===== src/rtl/frq_pkg.sv =====
// shared types and constants of the frame ring queue
`default_nettype none

package frq_pkg;

	localparam int DATA_W        = 8;
	localparam int KIND_W        = 3;
	localparam int OCC_W         = 4;
	localparam int DROP_W        = 32;
	localparam int S_TDATA_W     = 8;
	localparam int M_TDATA_USED  = DATA_W + OCC_W + 1 + DROP_W;
	localparam int M_TDATA_W     = ((M_TDATA_USED + 7) / 8) * 8;
	localparam int SLOTS_DEF     = 8;
	localparam int MAX_FRAME_DEF = 64;

	typedef enum logic [1:0] {
		OP_PUSH,
		OP_PUSH_END,
		OP_POP
	} op_t;

	typedef struct packed {
		op_t               op;
		logic [DATA_W-1:0] data;
	} item_t;

	typedef struct packed {
		logic  valid;
		item_t item;
	} head_t;

	typedef enum logic [KIND_W-1:0] {
		KIND_ACCEPT    = 3'd0,
		KIND_LONG      = 3'd1,
		KIND_DROP      = 3'd2,
		KIND_POP_BYTE  = 3'd3,
		KIND_POP_EMPTY = 3'd4
	} kind_t;

	typedef enum logic [1:0] {
		FATE_ACCEPT = 2'd0,
		FATE_LONG   = 2'd1,
		FATE_DROP   = 2'd2
	} fate_t;

	typedef enum logic [1:0] {
		ST_IDLE,
		ST_LEN,
		ST_POP
	} state_t;

endpackage

`default_nettype wire


===== src/rtl/frq_front.sv =====
// input side: accepts requests, classifies them and queues them for the back end
`default_nettype none

module frq_front (
	input  wire logic                           clk,
	input  wire logic                           arst_n,
	input  wire logic                           s_tvalid,
	output logic                                s_tready,
	input  wire logic [frq_pkg::S_TDATA_W-1:0]  s_tdata,
	input  wire logic                           s_tuser,
	input  wire logic                           s_tlast,
	output frq_pkg::head_t                      head,
	input  wire logic                           deq
);

	localparam int DEPTH = 2;
	localparam int PTR_W = 1;

	frq_pkg::item_t   q_item_q [DEPTH];
	logic [PTR_W-1:0] wr_ptr_q;
	logic [PTR_W-1:0] rd_ptr_q;
	logic [PTR_W:0]   fill_q;
	frq_pkg::item_t   in_item;
	logic             push_en;
	logic             pop_en;

	always_comb begin
		in_item.data = s_tdata;
		if (s_tuser) begin
			in_item.op = frq_pkg::OP_POP;
		end else if (s_tlast) begin
			in_item.op = frq_pkg::OP_PUSH_END;
		end else begin
			in_item.op = frq_pkg::OP_PUSH;
		end
	end

	assign s_tready   = (fill_q != (PTR_W+1)'(DEPTH));
	assign push_en    = s_tvalid && s_tready;
	assign head.valid = (fill_q != '0);
	assign head.item  = q_item_q[rd_ptr_q];
	assign pop_en     = deq && head.valid;

	always_ff @(posedge clk or negedge arst_n) begin
		if (!arst_n) begin
			wr_ptr_q <= '0;
			rd_ptr_q <= '0;
			fill_q   <= '0;
		end else begin
			if (push_en) begin
				wr_ptr_q <= wr_ptr_q + 1'b1;
			end
			if (pop_en) begin
				rd_ptr_q <= rd_ptr_q + 1'b1;
			end
			case ({push_en, pop_en})
				2'b10:   fill_q <= fill_q + 1'b1;
				2'b01:   fill_q <= fill_q - 1'b1;
				default: fill_q <= fill_q;
			endcase
		end
	end

	always_ff @(posedge clk) begin
		if (push_en) begin
			q_item_q[wr_ptr_q] <= in_item;
		end
	end

endmodule

`default_nettype wire


===== config.mk =====
export PLATFORM = sky130hd
export DESIGN_NAME = frq_front
export DESIGN_NICKNAME = d
export VERILOG_FILES = /design/src/rtl/frq_pkg.sv /design/src/rtl/frq_front.sv
export SDC_FILE = /design/constraint.sdc
export NUM_CORES = 1
export LEC_CHECK = 0
export BUFFER_PORTS_ARGS = -buffer_cell sky130_fd_sc_hd__buf_2
export CAP_MARGIN = 40
export CORE_MARGIN = 4
export CORE_UTILIZATION = 49
export DETAILED_ROUTE_END_ITERATION = 10
export GPL_ROUTABILITY_DRIVEN = 0
export MAX_ROUTING_LAYER = met4
export PLACE_DENSITY = 0.76
export SLEW_MARGIN = 20
export SYNTH_ARGS = -nofsm -noshare
export SYNTH_HDL_FRONTEND = slang
export SYNTH_SLANG_ARGS = --single-unit
export TNS_END_PERCENT = 5

===== constraint.sdc =====
create_clock -name clk -period 1.6 [get_ports clk]
set_input_delay 0.32 -clock clk [delete_from_list [all_inputs] [get_ports clk]]
set_output_delay 0.32 -clock clk [all_outputs]
set_load 0.1 [all_outputs]

# Yosys cells after proc, flatten, opt, wreduce, memory -nomap -nowiden
# Memory sizes are Yosys's and may differ from the RTL's.
# Index checks and enable logic that the tools add are counted.
word_totals:
  reg_bits: 4
  out_inout_bits: 12
  mem_count: 1
  word_cells: 20
  inputBits: 14
  mem_bits_rw: 20
classes:
  n_eq_ne: 3
  add_sub_neg: 4
  muxes: 5
  n_reduce_logical: 4
mem_list:
  columns: ["memory", "depth", "width", "rd", "rd_ports_with_merged_regs", "write_ports", "line_no", "source"]
  rows:
  - ["q_item_q", 2, 10, 1, 0, 1, "frq_front.sv:19", "frq_pkg::item_t q_item_q [DEPTH];"]
op_table:
  columns: ["op", "n"]
  rows:
  - ["2-bit one-hot mux with 2 select lines", 1]
  - ["2-bit nonzero test", 2]
  - ["1-bit 2-to-1 mux", 3]
  - ["1-bit adder, second input constant", 2]
  - ["2-bit by 1-bit adder with 2-bit output, second input constant", 1]
  - ["2-bit by 1-bit == test with 1-bit output, second input constant", 1]
  - ["2-bit == test, second input constant", 1]
  - ["1-bit logical AND", 2]
  - ["2-bit 2-to-1 mux", 1]
  - ["2-bit != test, second input constant", 1]
  - ["2-bit by 1-bit subtractor with 2-bit output, second input constant", 1]

# Depth between registers and ports, before layout
depth:
  depth_word: 4
  mapped_depth: 6

# Worst setup path before layout
# OpenSTA, ideal clock, no wires.
synth_path:
  kind: "register to register"
  startpoint: "register fill_q[0]"
  endpoint: "memory q_item_q[0][0] in the netlist's numbering (enable)"
  stages_incl_launch_ff: 4
  synth_period_minus_slack_ns: 2.321
  setup_ns: 0.376
  n_path_buf: 0
  required_time_ns: 1.224
  slack_ns: -0.721
  t_arrival_ns: 1.945
  path_cell_list: "dfrtp_1 -> nand2b_1 -> nand2_1 -> nor2_1"
synth_between:
  elab_chain_cells: 4
synth_lines:
  columns: ["item", "line_no", "source"]
  rows:
  - ["start, declared", "frq_front.sv:22", "logic [PTR_W:0] fill_q;"]
  - ["start signal, assigned", "frq_front.sv:57", "2'b10: fill_q <= fill_q + 1'b1;"]
  - ["start signal, assigned", "frq_front.sv:58", "2'b01: fill_q <= fill_q - 1'b1;"]
  - ["start signal, assigned", "frq_front.sv:59", "default: fill_q <= fill_q;"]
  - ["2-bit != test", "frq_front.sv:38", "assign s_tready = (fill_q != (PTR_W+1)'(DEPTH));"]
  - ["net s_tready", "frq_front.sv:8", "output logic s_tready,"]
  - ["1-bit logical AND", "frq_front.sv:39", "assign push_en = s_tvalid && s_tready;"]
  - ["1-bit 2-to-1 mux", "frq_front.sv:65", "if (push_en) begin"]
  - ["1-bit 2-to-1 mux (not written as such)", "frq_front.sv:66", "q_item_q[wr_ptr_q] <= in_item;"]
  - ["end, declared", "frq_front.sv:19", null]
# The timed path passes the listed nets, and every way through them passes these cells.

==> results.md <==
* Status: finished, violations left
* Failing checks: setup timing
* Crit end category: output pin
* Min Hold Slack at 0.193 ns
* Overall Global Routing Usage at 0.165
* CTS tree: yes
* Max Buffers Root-to-Sink at 2
* Clock Skew at 0.00686 ns
* Routed length per placed instance at 16.0 um
* Root Buffer: clkbuf_4
* Cells after Synth at 49
* Cell Area, Synth at 920 um^2
* RSZ-0062 raised after global routing: yes
* Crit path kind: flop to output pin
* Io pins at 26
* CTS clock-pin slew for the worst setup and hold paths at 0.12 ns
* Post-Syn Nets at 64
* ANT cells at 0
* Type of origin of the critical path: flop
* Maximum number of pins on one net before global-route repair at 14
* Num rows at 15
* Via density at 4.83
* Slowest cell delay on critical path at 0.42 ns
* Syn. warnings at 0
* Initial antenna violation count at 0
* Final core utilization at 0.801
* Delay-heaviest family, CP: flip-flops
* Crit path max fanout at 7
* Final min period at 1.69 ns
* Final Max Slew Viols at 0
* Aggregate global routing overflow at 0
* Die width at 51.3 um
* Post-CTS setup buffers at 0
* Top post-synthesis cells by area: edfxtp_1, mux2_2, dfrtp_1
* H-tree Lvls at 1
* Cell chain of the critical path: buf_6 -> mux2_4 -> buf_12
* CTS sink cnt at 24
* Area growth syn-to-layout at 52.0%
* Crit path buffers/inverters at 2
* Fin crit share at 1.06
* Pre-antenna DRT Iters at 4
* Worst skew pair latency at 0.31 ns
* CP max-delay cell: dfrtp_1
* Fmax at 591 MHz
* Hpwl dp at 1260 um
* Endpoints failing hold at 0
* Ratio of cells with drive above 1 in the final layout at 0.576
* Final Setup Violations at 10
* Final antenna-violating net count at 0
* Seq cells post-synth at 24
* Core ar. at 1750 um^2
* First-pass GRT wire length at 2870 um
* Die Y at 51.3 um
* IO Port Bufs at 25
* Routed WL at 1760 um
* Die area at 2630 um^2
* Post-synth top area cell: edfxtp_1
* Tightest Pin Transition at 0.172 ns
* Sequential element share of the synthesized area at 0.762
* Unique cell type count in the Yosys netlist at 14
* Most common cell after layout, fill and taps aside: edfxtp_1
* Vias at 531
* Share of the synthesized area in the top cell type at 0.653
* Max transition margin at 0.885
* Num CTS Buffers at 3
* Max-cap violations at 0
* Drt initial violations at 9
* Worst hold path type: input pin to flop
* Avg Inst Size Synth at 18.8 um^2
* Vias in the first global route at 591
* Nets at 101
* Starting density of the core at 0.527
* Most frequent cells in the layout: edfxtp_1, buf_2, buf_12, mux2_4, buf_4
* Slack of the critical path at -0.0926 ns
* Crit path required time at 1.28 ns
* Data arrival, critical path at 1.37 ns
* Remaining DRCs at 0
==> through the flow <==
step           setup TNS [ns]  area [um^2]  setup WS (ns)  instances
5_1_grt                 -1.38         1400         -0.153        110
6_report               -0.836         1400        -0.0926        110
4_1_cts                -0.844         1400        -0.0933        110
2_1_floorplan         -0.0240          932        -0.0240         49
3_3_place_gp                0         1320          0.128        105
3_5_place_dp                0         1320         0.0740        105
==> layer usage <==
layer  up-vias  global-route usage  routed length (um)
met4         0              0.0830                  48
li1        250                   -                   -
met2        20               0.281                 967
met5         -                   -                   0
met3         4              0.0437                 125
met1       257               0.178                 622
==> kinds of logic (layout without fill, tap and decap cells) <==
group         count (synthesis)  after routing  synth area share
fa+ha+maj                     1              1            0.0136
buf+inv                       1             37           0.00544
flops                        24             24             0.762
mux                          10             10             0.122
simple gates                  8              8            0.0490
xor+xnor                      5              5            0.0476
==> path summary, 6_finish.rpt <==
kind                                       start                        to  slack, ns  cells after the start
max                         rd_ptr_q$_DFFE_PN0P_                   head[5]      -0.09                      3
min                                   s_tdata[4]  q_item_q[0][4]$_DFFE_PP_       0.19                      1
max reg2reg                fill_q[0]$_DFFE_PN0P_     fill_q[1]$_DFFE_PN0P_       0.05                      5
min reg2reg                 wr_ptr_q$_DFFE_PN0P_      wr_ptr_q$_DFFE_PN0P_       0.55                      1
max in group asynchronous                 arst_n     fill_q[1]$_DFFE_PN0P_       1.15                      2
min in group asynchronous                 arst_n     fill_q[0]$_DFFE_PN0P_       0.33                      2
==> layout make-up <==
type,instances,area [um^2]
Clock buffer,4,26.3
Fill cell,96,348
Multi-Input combinational cell,24,264
Sequential cell,24,701
Tap cell,25,31.3
Timing Repair Buffer,33,375
==> what timing repair did <==
item	4_1_cts	5_1_grt
hold endpoints to repair	4	0
hold buffers	1	0
resized for setup	12	0
endpoints found under the setup margin	10	10
pin swaps	0	0
==> flip-flops by register name (all words and copies together), names as in the netlist <==
name      count
fill_q        2
q_item_q     20
rd_ptr_q      1
wr_ptr_q      1
==> cells in the mapped netlist <==
| cell type | instances |
|---|---|
| nand2_1 | 1 |
| nor2_1 | 2 |
| mux2_2 | 10 |
| dfrtp_1 | 4 |
| ha_1 | 1 |
| and3_1 | 1 |
| nor2b_1 | 1 |
| edfxtp_1 | 20 |
| buf_2 | 1 |
| or2_1 | 1 |
| xor2_1 | 2 |
| and2_4 | 1 |
| nand2b_1 | 1 |
| xnor2_1 | 3 |
Power is left out: the tool's default activity adds up to more than one toggle a clock period on the data nets, which glitch-free logic cannot reach.
